--- config.mk ---
export PLATFORM = sky130hd
export DESIGN_NAME = indexed_sequence_store_core_flat
export DESIGN_NICKNAME = d
export VERILOG_FILES = /design/src/hdl/iss_pkg.sv /design/src/hdl/iss_if.sv /design/src/hdl/iss_ram.sv /design/src/hdl/iss_ctrl.sv /design/src/hdl/indexed_sequence_store_core.sv /design/src/flat_wrapper.sv
export SDC_FILE = /design/constraint.sdc
export NUM_CORES = 2
export LEC_CHECK = 0
export ABC_AREA = 1
export BUFFER_PORTS_ARGS = -buffer_cell sky130_fd_sc_hd__clkbuf_2
export CAP_MARGIN = 0
export CORE_ASPECT_RATIO = 0.9
export CORE_MARGIN = 2
export CORE_UTILIZATION = 40
export CTS_BUF_LIST = sky130_fd_sc_hd__clkbuf_16
export DETAILED_ROUTE_END_ITERATION = 8
export GPL_TIMING_DRIVEN = 0
export PLACE_DENSITY_LB_ADDON = 0.12
export SYNTH_ARGS = -nofsm -noshare
export SYNTH_HDL_FRONTEND = slang
export SYNTH_SLANG_ARGS = --single-unit
--- constraint.sdc ---
create_clock -name clk_i -period 6.6 [get_ports clk_i]
set_clock_uncertainty 0.15 [all_clocks]
set_input_delay 0.66 -clock clk_i [delete_from_list [all_inputs] [get_ports clk_i]]
set_output_delay 0.66 -clock clk_i [all_outputs]
set_load 0.005 [all_outputs]
--- src/hdl/iss_pkg.sv ---
// Shared types and constants for the indexed sequence store.
// Holds field widths, operation codes, sequencer states and the result record.
// No dependencies; every other file of the block but iss_ram imports it.
`timescale 1ns / 1ps
`default_nettype none

package iss_pkg;

  // Default sizes of the store.
  localparam int unsigned CAPACITY_DEF   = 64;
  localparam int unsigned ITEM_WIDTH_DEF = 32;

  // Fixed widths of the channel fields.
  localparam int unsigned KIND_W = 3;
  localparam int unsigned POS_W  = 7;
  localparam int unsigned VAL_W  = 32;
  localparam int unsigned IDX_W  = 8;
  localparam int unsigned LEN_W  = 7;

  // Index reported when nothing was acted on (minus one).
  localparam logic [IDX_W-1:0] INDEX_NONE = '1;

  // Operation codes carried in the kind field.
  typedef enum logic [KIND_W-1:0] {
    KIND_INSERT_AT  = 3'd0,
    KIND_SORTED     = 3'd1,
    KIND_ERASE      = 3'd2,
    KIND_REMOVE_ALL = 3'd3,
    KIND_READ       = 3'd4,
    KIND_WRITE      = 3'd5,
    KIND_FIND       = 3'd6
  } iss_kind_e;

  // Sequencer states.
  typedef enum logic [3:0] {
    ST_IDLE,
    ST_DECODE,
    ST_SCAN,
    ST_SHIFT_UP,
    ST_SHIFT_DN,
    ST_COMPACT,
    ST_RDWAIT,
    ST_PUT,
    ST_DONE
  } iss_state_e;

  // Result record handed from the sequencer to the output register.
  typedef struct packed {
    logic             ok;
    logic [IDX_W-1:0] index;
    logic [LEN_W-1:0] removed_count;
    logic [VAL_W-1:0] read_value;
    logic [LEN_W-1:0] length;
  } iss_result_t;

endpackage

`default_nettype wire

--- src/hdl/iss_if.sv ---
// Request and response channel interfaces of the indexed sequence store.
// Each carries valid, ready and the payload; widths come from iss_pkg.
`timescale 1ns / 1ps
`default_nettype none

interface iss_req_if import iss_pkg::*; ();
  logic              valid;
  logic              ready;
  logic [KIND_W-1:0] kind;
  logic [POS_W-1:0]  position;
  logic [VAL_W-1:0]  item_value;

  modport source (output valid, kind, position, item_value, input ready);
  modport sink   (input valid, kind, position, item_value, output ready);
endinterface

interface iss_rsp_if import iss_pkg::*; ();
  logic             valid;
  logic             ready;
  logic             ok;
  logic [IDX_W-1:0] index;
  logic [LEN_W-1:0] removed_count;
  logic [VAL_W-1:0] read_value;
  logic [LEN_W-1:0] length;

  modport source (output valid, ok, index, removed_count, read_value, length,
                  input ready);
  modport sink   (input valid, ok, index, removed_count, read_value, length,
                  output ready);
endinterface

`default_nettype wire

--- src/hdl/iss_ram.sv ---
// Item memory of the indexed sequence store: one write and one read port.
// Read data is registered; contents have no reset. Depends on nothing.
`timescale 1ns / 1ps
`default_nettype none

module iss_ram #(
  parameter int unsigned DEPTH = 64,
  parameter int unsigned WIDTH = 32,
  localparam int unsigned AW   = $clog2(DEPTH)
) (
  input  logic             clk_i,
  input  logic             we_i,
  input  logic [AW-1:0]    waddr_i,
  input  logic [WIDTH-1:0] wdata_i,
  input  logic             re_i,
  input  logic [AW-1:0]    raddr_i,
  output logic [WIDTH-1:0] rdata_o
);

  logic [WIDTH-1:0] mem [DEPTH];

  // Write port.
  always_ff @(posedge clk_i) begin
    if (we_i) begin
      mem[waddr_i] <= wdata_i;
    end
  end

  // Registered read port.
  always_ff @(posedge clk_i) begin
    if (re_i) begin
      rdata_o <= mem[raddr_i];
    end
  end

endmodule

`default_nettype wire

--- src/hdl/iss_ctrl.sv ---
// Sequencer of the indexed sequence store: decodes a transaction and walks the
// memory one entry per cycle through a shared compare unit. Uses iss_pkg.
`timescale 1ns / 1ps
`default_nettype none

module iss_ctrl import iss_pkg::*; #(
  parameter int unsigned CAPACITY   = CAPACITY_DEF,
  parameter int unsigned ITEM_WIDTH = ITEM_WIDTH_DEF,
  localparam int unsigned AW        = $clog2(CAPACITY)
) (
  input  logic                  clk_i,
  input  logic                  rst_ni,
  input  logic                  start_i,
  input  logic [KIND_W-1:0]     kind_i,
  input  logic [POS_W-1:0]      pos_i,
  input  logic [VAL_W-1:0]      val_i,
  output logic                  ready_o,
  input  logic                  slot_free_i,
  output logic                  done_o,
  output iss_result_t           res_o,
  output logic                  mem_we_o,
  output logic [AW-1:0]         mem_waddr_o,
  output logic [ITEM_WIDTH-1:0] mem_wdata_o,
  output logic                  mem_re_o,
  output logic [AW-1:0]         mem_raddr_o,
  input  logic [ITEM_WIDTH-1:0] mem_rdata_i
);

  localparam int unsigned CW = $clog2(CAPACITY + 1);
  localparam int unsigned LW = (CW > POS_W) ? CW : POS_W;
  localparam logic [CW-1:0] ONE  = CW'(1);
  localparam logic [CW-1:0] FULL = CW'(CAPACITY);

  iss_state_e            state_q, state_d;
  logic [CW-1:0]         cnt_q, cnt_d;
  iss_kind_e             kind_q;
  logic [POS_W-1:0]      pos_q;
  logic [ITEM_WIDTH-1:0] val_q;
  logic [CW-1:0]         tag_q, tag_d;
  logic [CW-1:0]         tgt_q, tgt_d;
  logic [CW-1:0]         wr_q, wr_d;
  logic                  ok_q, ok_d;
  logic [IDX_W-1:0]      idx_q, idx_d;
  logic [CW-1:0]         rem_q, rem_d;
  logic [VAL_W-1:0]      rdv_q, rdv_d;

  // Shared compare unit on the memory read data.
  logic eq, le, hit;
  assign eq  = (mem_rdata_i == val_q);
  assign le  = (val_q <= mem_rdata_i);
  assign hit = (kind_q == KIND_SORTED) ? le : eq;

  // Range checks and loop bounds.
  logic [CW-1:0] cnt_m1, pos_c;
  logic          pos_le_cnt, pos_lt_cnt, pos_eq_cnt, pos_last, full, empty, last;
  logic          dec_ok;
  assign cnt_m1     = cnt_q - ONE;
  assign pos_c      = CW'(pos_q);
  assign pos_le_cnt = LW'(pos_q) <= LW'(cnt_q);
  assign pos_lt_cnt = LW'(pos_q) < LW'(cnt_q);
  assign pos_eq_cnt = LW'(pos_q) == LW'(cnt_q);
  assign pos_last   = pos_lt_cnt && (pos_c == cnt_m1);
  assign full       = (cnt_q == FULL);
  assign empty      = (cnt_q == '0);
  assign last       = (tag_q == cnt_m1);

  // Whether the decoded transaction passes its checks.
  always_comb begin
    case (kind_q)
      KIND_INSERT_AT:  dec_ok = pos_le_cnt && !full;
      KIND_SORTED:     dec_ok = !full;
      KIND_ERASE:      dec_ok = pos_lt_cnt;
      KIND_REMOVE_ALL: dec_ok = 1'b1;
      KIND_READ:       dec_ok = pos_lt_cnt;
      KIND_WRITE:      dec_ok = pos_lt_cnt;
      KIND_FIND:       dec_ok = !empty;
      default:         dec_ok = 1'b0;
    endcase
  end

  // Next state.
  always_comb begin
    state_d = state_q;
    case (state_q)
      ST_IDLE: begin
        if (start_i) state_d = ST_DECODE;
      end
      ST_DECODE: begin
        if (!dec_ok) begin
          state_d = ST_DONE;
        end else begin
          case (kind_q)
            KIND_INSERT_AT:  state_d = pos_eq_cnt ? ST_PUT : ST_SHIFT_UP;
            KIND_SORTED:     state_d = empty ? ST_PUT : ST_SCAN;
            KIND_ERASE:      state_d = pos_last ? ST_DONE : ST_SHIFT_DN;
            KIND_REMOVE_ALL: state_d = empty ? ST_DONE : ST_COMPACT;
            KIND_READ:       state_d = ST_RDWAIT;
            KIND_FIND:       state_d = ST_SCAN;
            default:         state_d = ST_DONE;
          endcase
        end
      end
      ST_SCAN: begin
        if (hit) begin
          state_d = (kind_q == KIND_SORTED) ? ST_SHIFT_UP : ST_DONE;
        end else if (last) begin
          state_d = (kind_q == KIND_SORTED) ? ST_PUT : ST_DONE;
        end
      end
      ST_SHIFT_UP: begin
        if (tag_q == tgt_q) state_d = ST_PUT;
      end
      ST_SHIFT_DN: begin
        if (last) state_d = ST_DONE;
      end
      ST_COMPACT: begin
        if (last) state_d = ST_DONE;
      end
      ST_RDWAIT: state_d = ST_DONE;
      ST_PUT:    state_d = ST_DONE;
      ST_DONE: begin
        if (slot_free_i) state_d = ST_IDLE;
      end
      default: state_d = ST_IDLE;
    endcase
  end

  // Handshake outputs.
  always_comb begin
    ready_o = (state_q == ST_IDLE);
    done_o  = (state_q == ST_DONE) && slot_free_i;
  end

  // Datapath: pointers, memory accesses and result fields.
  always_comb begin
    cnt_d       = cnt_q;
    tag_d       = tag_q;
    tgt_d       = tgt_q;
    wr_d        = wr_q;
    ok_d        = ok_q;
    idx_d       = idx_q;
    rem_d       = rem_q;
    rdv_d       = rdv_q;
    mem_we_o    = 1'b0;
    mem_waddr_o = tag_q[AW-1:0];
    mem_wdata_o = mem_rdata_i;
    mem_re_o    = 1'b0;
    mem_raddr_o = tag_q[AW-1:0];
    case (state_q)
      ST_DECODE: begin
        ok_d  = 1'b0;
        idx_d = INDEX_NONE;
        rem_d = '0;
        rdv_d = '0;
        if (dec_ok) begin
          case (kind_q)
            KIND_INSERT_AT: begin
              tgt_d = pos_c;
              if (!pos_eq_cnt) begin
                mem_re_o    = 1'b1;
                mem_raddr_o = cnt_m1[AW-1:0];
                tag_d       = cnt_m1;
              end
            end
            KIND_SORTED: begin
              tgt_d       = '0;
              mem_re_o    = !empty;
              mem_raddr_o = '0;
              tag_d       = '0;
            end
            KIND_ERASE: begin
              ok_d  = 1'b1;
              idx_d = IDX_W'(pos_q);
              if (pos_last) begin
                cnt_d = cnt_m1;
              end else begin
                mem_re_o    = 1'b1;
                mem_raddr_o = pos_c[AW-1:0] + AW'(1);
                tag_d       = pos_c + ONE;
              end
            end
            KIND_REMOVE_ALL: begin
              ok_d        = 1'b1;
              mem_re_o    = !empty;
              mem_raddr_o = '0;
              tag_d       = '0;
              wr_d        = '0;
            end
            KIND_READ: begin
              ok_d        = 1'b1;
              idx_d       = IDX_W'(pos_q);
              mem_re_o    = 1'b1;
              mem_raddr_o = pos_c[AW-1:0];
            end
            KIND_WRITE: begin
              ok_d        = 1'b1;
              idx_d       = IDX_W'(pos_q);
              mem_we_o    = 1'b1;
              mem_waddr_o = pos_c[AW-1:0];
              mem_wdata_o = val_q;
            end
            KIND_FIND: begin
              mem_re_o    = 1'b1;
              mem_raddr_o = '0;
              tag_d       = '0;
            end
            default: begin
              ok_d = 1'b0;
            end
          endcase
        end
      end
      // Look for the first entry that is not smaller, or that is equal.
      ST_SCAN: begin
        if (hit) begin
          if (kind_q == KIND_SORTED) begin
            tgt_d       = tag_q;
            mem_re_o    = 1'b1;
            mem_raddr_o = cnt_m1[AW-1:0];
            tag_d       = cnt_m1;
          end else begin
            ok_d  = 1'b1;
            idx_d = IDX_W'(tag_q);
          end
        end else if (last) begin
          tgt_d = cnt_q;
        end else begin
          mem_re_o    = 1'b1;
          mem_raddr_o = tag_q[AW-1:0] + AW'(1);
          tag_d       = tag_q + ONE;
        end
      end
      // Move entries up by one, from the top down to the target.
      ST_SHIFT_UP: begin
        mem_we_o    = 1'b1;
        mem_waddr_o = tag_q[AW-1:0] + AW'(1);
        if (tag_q != tgt_q) begin
          mem_re_o    = 1'b1;
          mem_raddr_o = tag_q[AW-1:0] - AW'(1);
          tag_d       = tag_q - ONE;
        end
      end
      // Move entries down by one, from above the erased slot to the top.
      ST_SHIFT_DN: begin
        mem_we_o    = 1'b1;
        mem_waddr_o = tag_q[AW-1:0] - AW'(1);
        if (last) begin
          cnt_d = cnt_m1;
        end else begin
          mem_re_o    = 1'b1;
          mem_raddr_o = tag_q[AW-1:0] + AW'(1);
          tag_d       = tag_q + ONE;
        end
      end
      // Copy down every entry that differs from the value; count the others.
      ST_COMPACT: begin
        mem_waddr_o = wr_q[AW-1:0];
        if (eq) begin
          rem_d = rem_q + ONE;
        end else begin
          mem_we_o = 1'b1;
          wr_d     = wr_q + ONE;
        end
        if (last) begin
          cnt_d = eq ? wr_q : wr_q + ONE;
        end else begin
          mem_re_o    = 1'b1;
          mem_raddr_o = tag_q[AW-1:0] + AW'(1);
          tag_d       = tag_q + ONE;
        end
      end
      ST_RDWAIT: begin
        rdv_d = VAL_W'(mem_rdata_i);
      end
      ST_PUT: begin
        mem_we_o    = 1'b1;
        mem_waddr_o = tgt_q[AW-1:0];
        mem_wdata_o = val_q;
        cnt_d       = cnt_q + ONE;
        ok_d        = 1'b1;
        idx_d       = IDX_W'(tgt_q);
      end
      default: begin
        cnt_d = cnt_q;
      end
    endcase
  end

  // Control registers.
  always_ff @(posedge clk_i or negedge rst_ni) begin
    if (!rst_ni) begin
      state_q <= ST_IDLE;
      cnt_q   <= '0;
    end else begin
      state_q <= state_d;
      cnt_q   <= cnt_d;
    end
  end

  // Transaction fields and working registers.
  always_ff @(posedge clk_i) begin
    if (start_i && ready_o) begin
      kind_q <= iss_kind_e'(kind_i);
      pos_q  <= pos_i;
      val_q  <= ITEM_WIDTH'(val_i);
    end
    tag_q <= tag_d;
    tgt_q <= tgt_d;
    wr_q  <= wr_d;
    ok_q  <= ok_d;
    idx_q <= idx_d;
    rem_q <= rem_d;
    rdv_q <= rdv_d;
  end

  // Result record.
  assign res_o.ok            = ok_q;
  assign res_o.index         = idx_q;
  assign res_o.removed_count = LEN_W'(rem_q);
  assign res_o.read_value    = rdv_q;
  assign res_o.length        = LEN_W'(cnt_q);

endmodule

`default_nettype wire

--- src/hdl/indexed_sequence_store_core.sv ---
// Indexed sequence store: a bounded ordered list of items held in a memory.
// Request channel req_i carries kind, position and item_value; response
// channel rsp_o returns ok, index, removed_count, read_value and length.
// A request transaction is taken only while the sequencer is idle. It is
// decoded first; operations that move or search entries then walk the memory
// one entry per cycle through the single read port and the shared comparator.
// The next request is taken the cycle after the result enters the output
// register. The output register holds a result until the receiver takes it;
// while it is stalled a finished operation waits and no new request is taken.
// Reset clears the item count to zero; memory contents are left as they are
// and need no clearing pass, since only positions below the count are read.
`timescale 1ns / 1ps
`default_nettype none

module indexed_sequence_store_core import iss_pkg::*; #(
  parameter int unsigned CAPACITY   = CAPACITY_DEF,
  parameter int unsigned ITEM_WIDTH = ITEM_WIDTH_DEF
) (
  input  logic     clk_i,
  input  logic     rst_ni,
  iss_req_if.sink   req_i,
  iss_rsp_if.source rsp_o
);

  localparam int unsigned AW = $clog2(CAPACITY);

  logic                  ctrl_ready;
  logic                  slot_free;
  logic                  done;
  iss_result_t           res;
  logic                  mem_we, mem_re;
  logic [AW-1:0]         mem_waddr, mem_raddr;
  logic [ITEM_WIDTH-1:0] mem_wdata, mem_rdata;
  logic                  out_valid_q;
  iss_result_t           out_q;

  assign req_i.ready = ctrl_ready;

  iss_ctrl #(
    .CAPACITY   (CAPACITY),
    .ITEM_WIDTH (ITEM_WIDTH)
  ) u_ctrl (
    .clk_i       (clk_i),
    .rst_ni      (rst_ni),
    .start_i     (req_i.valid),
    .kind_i      (req_i.kind),
    .pos_i       (req_i.position),
    .val_i       (req_i.item_value),
    .ready_o     (ctrl_ready),
    .slot_free_i (slot_free),
    .done_o      (done),
    .res_o       (res),
    .mem_we_o    (mem_we),
    .mem_waddr_o (mem_waddr),
    .mem_wdata_o (mem_wdata),
    .mem_re_o    (mem_re),
    .mem_raddr_o (mem_raddr),
    .mem_rdata_i (mem_rdata)
  );

  iss_ram #(
    .DEPTH (CAPACITY),
    .WIDTH (ITEM_WIDTH)
  ) u_ram (
    .clk_i   (clk_i),
    .we_i    (mem_we),
    .waddr_i (mem_waddr),
    .wdata_i (mem_wdata),
    .re_i    (mem_re),
    .raddr_i (mem_raddr),
    .rdata_o (mem_rdata)
  );

  // Output register: free when empty or being taken this cycle.
  assign slot_free = !out_valid_q || rsp_o.ready;

  always_ff @(posedge clk_i or negedge rst_ni) begin
    if (!rst_ni) begin
      out_valid_q <= 1'b0;
    end else if (done) begin
      out_valid_q <= 1'b1;
    end else if (rsp_o.ready) begin
      out_valid_q <= 1'b0;
    end
  end

  always_ff @(posedge clk_i) begin
    if (done) begin
      out_q <= res;
    end
  end

  assign rsp_o.valid         = out_valid_q;
  assign rsp_o.ok            = out_q.ok;
  assign rsp_o.index         = out_q.index;
  assign rsp_o.removed_count = out_q.removed_count;
  assign rsp_o.read_value    = out_q.read_value;
  assign rsp_o.length        = out_q.length;

  // A taken request keeps the sequencer busy for at least the next cycle.
  assert property (@(posedge clk_i) disable iff (!rst_ni)
    req_i.valid && req_i.ready |=> !req_i.ready)
    else $error("request taken while a transaction was in progress");

  // A rejected result reports no position, no removals and no data.
  assert property (@(posedge clk_i) disable iff (!rst_ni)
    rsp_o.valid && !rsp_o.ok |-> rsp_o.index == INDEX_NONE &&
      rsp_o.removed_count == '0 && rsp_o.read_value == '0)
    else $error("rejected result carries data");

  // A new result is only loaded when the output register can take it.
  assert property (@(posedge clk_i) disable iff (!rst_ni)
    done && out_valid_q |-> rsp_o.ready)
    else $error("result overwrote a pending transaction");

endmodule

`default_nettype wire

--- src/flat_wrapper.sv ---
// flat-port wrapper written by rule: the top's interface ports become plain ports
module indexed_sequence_store_core_flat import iss_pkg::*;
#(
  parameter int unsigned CAPACITY   = CAPACITY_DEF,
  parameter int unsigned ITEM_WIDTH = ITEM_WIDTH_DEF
)
  (clk_i, rst_ni, req_i_valid, req_i_kind, req_i_position, req_i_item_value, req_i_ready, rsp_o_valid, rsp_o_ok, rsp_o_index, rsp_o_removed_count, rsp_o_read_value, rsp_o_length, rsp_o_ready);
  iss_req_if req_i_i ();
  iss_rsp_if rsp_o_i ();
  input  logic clk_i;
  input  logic rst_ni;
  input wire logic [$bits(req_i_i.valid)-1:0] req_i_valid;
  input wire logic [$bits(req_i_i.kind)-1:0] req_i_kind;
  input wire logic [$bits(req_i_i.position)-1:0] req_i_position;
  input wire logic [$bits(req_i_i.item_value)-1:0] req_i_item_value;
  output wire logic [$bits(req_i_i.ready)-1:0] req_i_ready;
  output wire logic [$bits(rsp_o_i.valid)-1:0] rsp_o_valid;
  output wire logic [$bits(rsp_o_i.ok)-1:0] rsp_o_ok;
  output wire logic [$bits(rsp_o_i.index)-1:0] rsp_o_index;
  output wire logic [$bits(rsp_o_i.removed_count)-1:0] rsp_o_removed_count;
  output wire logic [$bits(rsp_o_i.read_value)-1:0] rsp_o_read_value;
  output wire logic [$bits(rsp_o_i.length)-1:0] rsp_o_length;
  input wire logic [$bits(rsp_o_i.ready)-1:0] rsp_o_ready;
  assign req_i_i.valid = req_i_valid;
  assign req_i_i.kind = req_i_kind;
  assign req_i_i.position = req_i_position;
  assign req_i_i.item_value = req_i_item_value;
  assign req_i_ready = req_i_i.ready;
  assign rsp_o_valid = rsp_o_i.valid;
  assign rsp_o_ok = rsp_o_i.ok;
  assign rsp_o_index = rsp_o_i.index;
  assign rsp_o_removed_count = rsp_o_i.removed_count;
  assign rsp_o_read_value = rsp_o_i.read_value;
  assign rsp_o_length = rsp_o_i.length;
  assign rsp_o_i.ready = rsp_o_ready;
  indexed_sequence_store_core #(.CAPACITY(CAPACITY), .ITEM_WIDTH(ITEM_WIDTH)) u_core (.clk_i(clk_i), .rst_ni(rst_ni), .req_i(req_i_i), .rsp_o(rsp_o_i));
endmodule
### Word-level counts from Yosys, hierarchy flattened

Memory sizes are Yosys's and may differ from the RTL's. A register that Yosys moved wholly into a read port is not among the register bits.
Cells that the tools add are included.
W data, S select, Z words.

* input bits: 46
* word-level logic and storage cells: 193
* memory bits (writable): 2048
* output and inout bits: 57
* bits in registers: 178
* memories: 1

Memories
* u_core.u_ram.mem: words 64, width 32, rd ports 1, clocked after memory_dff 1, write ports 1, line iss_ram.sv:20 `logic [WIDTH-1:0] mem [DEPTH];`

* mux-type cells: 87
* reduce and logical (&&, ||, !) cells: 33
* $add $sub $neg: 10
* $lt $le $gt $ge: 3
* equality and inequality tests: 41

Operators by type and width (number)
* $mux W7: 20
* $pmux W32 S2: 2
* $mux W32: 2
* $pmux W7 S2: 4
* $pmux W7 S4: 2
* $mux W6: 9
* $pmux W6 S4: 2
* $mux W4: 11
* $add A7 B1 Y7 const B: 5
* $eq A32 B32 Y1: 1
* $le A32 B32 Y1: 1
* $mux W8: 4
* $pmux W6 S5: 1
* $eq A7 B7 Y1: 4
* $pmux W4 S7: 1
* $ne A2 B2 Y1 const B: 12
* $pmux W4 S6: 1
* $pmux W8 S3: 1
* $pmux W7 S3: 1
* $mux W1: 19
* $eq A4 B3 Y1 const B: 4
* $sub A7 B1 Y7 const B: 2
* $add A6 B1 Y6 const B: 2
* $ne A3 B3 Y1 const B: 4
* other kinds (35): 59

### Logic depth before layout (Yosys ltp)

* depth after elaboration: 8
* mapped depth: 28
* gate-level depth less buffers: 26

### Modules after synthesis

Synthesis repeated with hierarchy kept, for this count alone.

* cell total of the unflattened synthesis: 8062
* area, all modules: 94266.7 um^2

Modules (own cells, without submodules)
* iss_ram: sequential area each 62459.9 um^2, cells each 6785, times used 1, area an instance 83106.0 um^2
* iss_ctrl: sequential area each 3608.5 um^2, cells each 1217, times used 1, area an instance 9464.1 um^2
* indexed_sequence_store_core: sequential area each 1676.6 um^2, cells each 60, times used 1, area an instance 1696.6 um^2

### Worst setup path after synthesis

Ideal clock, no wire load.

* kind: flip-flop to flip-flop
* start: reg u_core.u_ctrl.cnt_q[0]
* end: mem u_core.u_ram.mem[32][0] (enable)
* cell stages (with the launch flop): 14
* data arrival time: 4.893 ns
* setup time: 0.461 ns
* data required time: 5.989 ns
* path slack: 1.096 ns
* path buffers: 1
* period minus slack after synthesis: 5.504 ns
* cells stage by stage: dfrtp_1 > inv_2 > ha_1 > nand2_1 > nor2_2 > nand2_2 > a21oi_1 > or2_0 > nand3_2 > nand4_1 > clkbuf_1 > o211ai_1 > nand3_1 > nor3_1

* cells in the longest elaborated chain, start to end: 8
* elaborated cells between the ends (all ways): 14
* classes of those cells: order compare: 2; eq/ne: 1; mux: 7; reduce/logical: 4

RTL lines
* from (decl): line iss_ctrl.sv:35 `logic [CW-1:0] cnt_q, cnt_d;`
* from (signal assigned): line iss_ctrl.sv:296 `cnt_q <= cnt_d;`
* parallel branches: the longest is 3 deep, another holds $le A7 B7 Y1
* $pmux W1 S5 *: line iss_ctrl.sv:69 `case (kind_q)`
* $mux W1: line iss_ctrl.sv:155 `if (dec_ok) begin`
* $pmux W1 S3: line iss_ctrl.sv:149 `case (state_q)`
* $mux W1: line iss_ram.sv:24 `if (we_i) begin`
* $mux W1 (not written as such): line iss_ram.sv:25 `mem[waddr_i] <= wdata_i;`
* to (decl): line iss_ram.sv:20

Every way passes the cells marked *.

### Worst setup path in the final report

* start: reg u_core.u_ctrl.cnt_q[0]
* end: reg u_core.u_ram.rdata_o[15], read port of u_core.u_ram.mem, data pin

* cells in the longest elaborated chain, start to end: 7
* elaborated cells between the ends (all ways): 28
* classes of those cells: add/sub: 1; order compare: 2; eq/ne: 4; mux: 16; reduce/logical: 5

RTL lines
* $sub A7 B1 Y7: line iss_ctrl.sv:57 `assign cnt_m1 = cnt_q - ONE;`
* $eq A7 B7 Y1: line iss_ctrl.sv:62 `assign pos_last = pos_lt_cnt && (pos_c == cnt_m1);`
* $logic_and A1 B1 Y1: line iss_ctrl.sv:62
* $mux W6 / $mux W1 (equally long branches): line iss_ctrl.sv:174 `if (pos_last) begin`
* $pmux W6 S4 / $pmux W1 S4 (equally long branches): line iss_ctrl.sv:156 `case (kind_q)`
* $mux W6 / $mux W1 (equally long branches): line iss_ctrl.sv:155
* $pmux W6 S4 / $pmux W1 S4 (equally long branches): line iss_ctrl.sv:149
* to (decl): line iss_ram.sv:17 `output logic [WIDTH-1:0] rdata_o`

Parallel ways exist; a longest one is shown, timed or not.
A chain may end at the register's enable or synchronous reset.

==> results.py <==
metrics = {
    "outcome": {
        "status": "complete, but fails checks",
        "violations": "capacitance limit, slew limit",
    },
    "synthesis": {
        "synth_edf_count": 2246,
        "ys_ff_latch": 2258,
        "avgSynthCellArea_sq_um": 11.00,
        "synth.distinct_cells": 54,
        "syn_nets": 9316,
        "ys_dominant_reg_cell": "edfxtp_1",
        "yosysWarnings": 0,
        "yosysSeqAreaShare": 0.6676,
        "synthCells": 9224,
        "netlist_area_sq_mm": 0.1015,
        "async_flop_share": 0.005314,
    },
    "floorplanning": {
        "rows": 175,
        "start_util": 0.4020,
        "die_w_microns": 534.9,
        "die_h_microns": 481.8,
        "core-area_sq_mm": 0.2525,
        "die_area_sq_mm": 0.2578,
        "io_pins": 103,
    },
    "layout": {
        "synthToLayoutAreaGrowth_pct": 16.88,
        "drive_gt1_frac": 0.1263,
        "layout_commonest_cell": "edfxtp_1",
        "fin_nets": 10010,
        "design_area_sq_mm": 0.1186,
        "post-route-util": 0.4698,
        "fillCellCount": 23070,
        "layout_common_cells": "edfxtp_1 (2,246), nand3_1 (2,244), nand2_1 (1,435), inv_1 (1,317), nand3b_1 (763)",
    },
    "flow_run": {
        "drv_cap": 1,
    },
    "placed_design": {
        "hpwl_microns": 270200,
        "gp_congestion": 0.9497,
        "place_area_sq_mm": 0.1100,
        "numPortBuffers": 102,
    },
    "route": {
        "vias_per_cell": 5.415,
        "wire_per_inst_microns": 26.88,
        "ant_nets": 0,
        "routed-via-count": 73100,
        "drtIter0Drc": 8740,
        "route.detailed.drc": 0,
        "routed_wl_microns": 363000,
        "first_pass_iters": 9,
    },
    "worst_hold_path": {
        "hp-class": "in2async",
    },
    "global_route": {
        "grt_overflow": 0,
        "grt_usage": 0.2764,
        "antenna_found_initial": 38,
        "grt_pass1_vias": 68730,
        "grt_max_degree": 33,
        "grt_pass1_wl_microns": 506600,
    },
    "clock_tree": {
        "clk_latency_ns": 0.93,
        "cts-root-buf": "clkbuf_16",
        "clockBufferDepth": 4,
        "h-tree-depth": 4,
        "cts.sinks": 2258,
        "numCtsBuffers": 243,
        "clk_pin_slew_ns": 0.07,
        "cts_tree": "yes",
    },
    "timing": {
        "max_freq_mhz": 152.7,
        "setup_viol": 0,
        "fin_crit_ns": 6.550,
        "tightest_slew_ns": 1.524,
        "final_hold_viol_count": 0,
        "slew_headroom": -0.01572,
        "maxSlewViolCount": 11,
        "period_share": 0.9924,
        "timing.hold.ws_ns": 0.09719,
    },
    "setup_path": {
        "slowest_delay_ns": 0.54,
        "path_class": "reg2reg",
        "path_buf_inv": 5,
        "startpoint_type": "register",
        "r2r_start": "u_core.u_ctrl.cnt_q[0]",
        "critPathArrivalTime_ns": 7.13,
        "crit_family": "simple AND/OR/NAND/NOR gates",
        "cp.required_ns": 7.18,
        "crit_path_cell_trace": "inv_2 > ha_1 > nand2_1 > nor2_2 > nand2_2 > nand3_1 > nand2_1 > nor2_1 > nand2_2 > inv_2 > nand2_1 > nand3_1 > nand3_1 > nand3_1 > nand2_2 > inv_4 > buf_4 > buf_4 > nand3_1 > nand3_1 > nand3_1 > nand3_1 > nand3_1 > nand2_1",
        "path_max_fanout": 10,
        "endpoint_kind": "register",
        "crit_path_frequent_cell": "nand3_1",
        "cp-startpoint": "u_core.u_ctrl.cnt_q[0]",
        "slowest_stage": "dfrtp_2",
    },
}
-- cell type report --
type	instances	area, sq um	area share
flip-flops and latches	2258	67750	0.5711
diodes	12	30.03	0.0002532
clock inverters	206	1805	0.01522
inverters	1306	4905	0.04135
repair buffers	453	4402	0.03711
clock buffers	243	6081	0.05127
multi-input cells	5058	26540	0.2238
plain buffers	602	2898	0.02443
well taps	3363	4208	0.03547
-- cell usage after synthesis, types with 2 or more instances --
cell type	instances	area share
buf_4	34	0.0025
buf_1	30	0.0011
nor2_1	179	0.0066
buf_2	347	0.017
xor2_1	13	0.0011
o22ai_1	18	0.0011
nand2_1	1437	0.053
nand4_1	12	0.00074
xnor2_1	5	0.00043
o21ai_0	98	0.0048
inv_1	1280	0.047
nor3_1	21	0.0010
o21a_1	6	0.00044
dfrtp_1	12	0.0030
nand3b_1	763	0.056
clkbuf_1	185	0.0068
edfxtp_1	2246	0.66
o221ai_1	2	0.00017
a21boi_1	2	0.00015
o2111ai_1	9	0.00078
buf_6	6	0.00067
ha_1	46	0.0057
or2_1	2	0.00012
o211ai_1	47	0.0035
o21ai_1	6	0.00030
nand3_2	2	0.00020
a211oi_1	3	0.00022
or2_2	3	0.00018
o31ai_1	7	0.00052
a2111oi_0	2	0.00017
inv_2	21	0.00078
a221oi_1	2	0.00017
nand2_2	7	0.00043
a22oi_1	2	0.00015
nand3_1	2252	0.11
clkinv_1	4	0.00015
a21oi_1	88	0.0043
nor2_2	9	0.00055
-- per-layer routing --
metal  GRT usage  share of wire  up-vias
li1            -              -    33380
met1      0.3942           0.44    36110
met2      0.4310           0.45     3108
met3     0.03859          0.078      495
met4     0.09972          0.036        6
met5           0        0.00012        -
-- per-stage QoR --
step | TNS, ns | instances | worst slack [ns]
global route | -0.01379 | 13490 | -0.01379
floorplan | 0 | 9224 | 1.096
finish | 0 | 13500 | 0.05000
global placement | -8041.99 | 12690 | -3.367
detailed placement | -64.52 | 12980 | -0.5002
CTS | 0 | 13480 | 0.006380
-- cells by family after synthesis --
| group | synth area share |
|---|---|
| and+or+nand+nor | 0.2310 |
| buffers and inverters | 0.07658 |
| DFF | 0.6676 |
| AOI/OAI and AO/OA | 0.01761 |
| xor gates and xnor gates | 0.001553 |
| adders and majority gates | 0.005672 |
-- final timing paths --
check,slack (ns),cells past startpoint,endpoint
setup reg to reg,0.05,24,u_core.u_ram.rdata_o[15]
setup / recovery,0.05,24,u_core.u_ram.rdata_o[15]
min in group clk_i,0.27,0,u_core.rsp_o.read_value[19]
hold reg to reg,0.27,0,u_core.rsp_o.read_value[19]
max in group asynchronous,5.87,2,u_core.u_ctrl.cnt_q[0]
hold / removal,0.1,2,u_core.u_ctrl.state_q[0]
-- registers in the layout (all words and copies together) (netlist names), 8 cells and up --
register and count:
u_core.rsp_o.index 8, u_core.rsp_o.read_value 32, u_core.u_ctrl.idx_q 8, u_core.u_ctrl.rdv_q 32
u_core.u_ctrl.val_q 32, u_core.u_ram.mem 2048, u_core.u_ram.rdata_o 32
-- repair_timing --
item | CTS | global route
setup endpoints to repair | 337 | 157
cloned | 0 | 0
hold buffers | 45 | 0
gates resized for setup | 8 | 19
pin swaps | 2 | 2
setup buffers | 4 | 6
endpoints found under the hold margin | 56 | 0
Power is left out: the tool's default activity adds up to more than one toggle a clock period on the data nets, which glitch-free logic cannot reach.
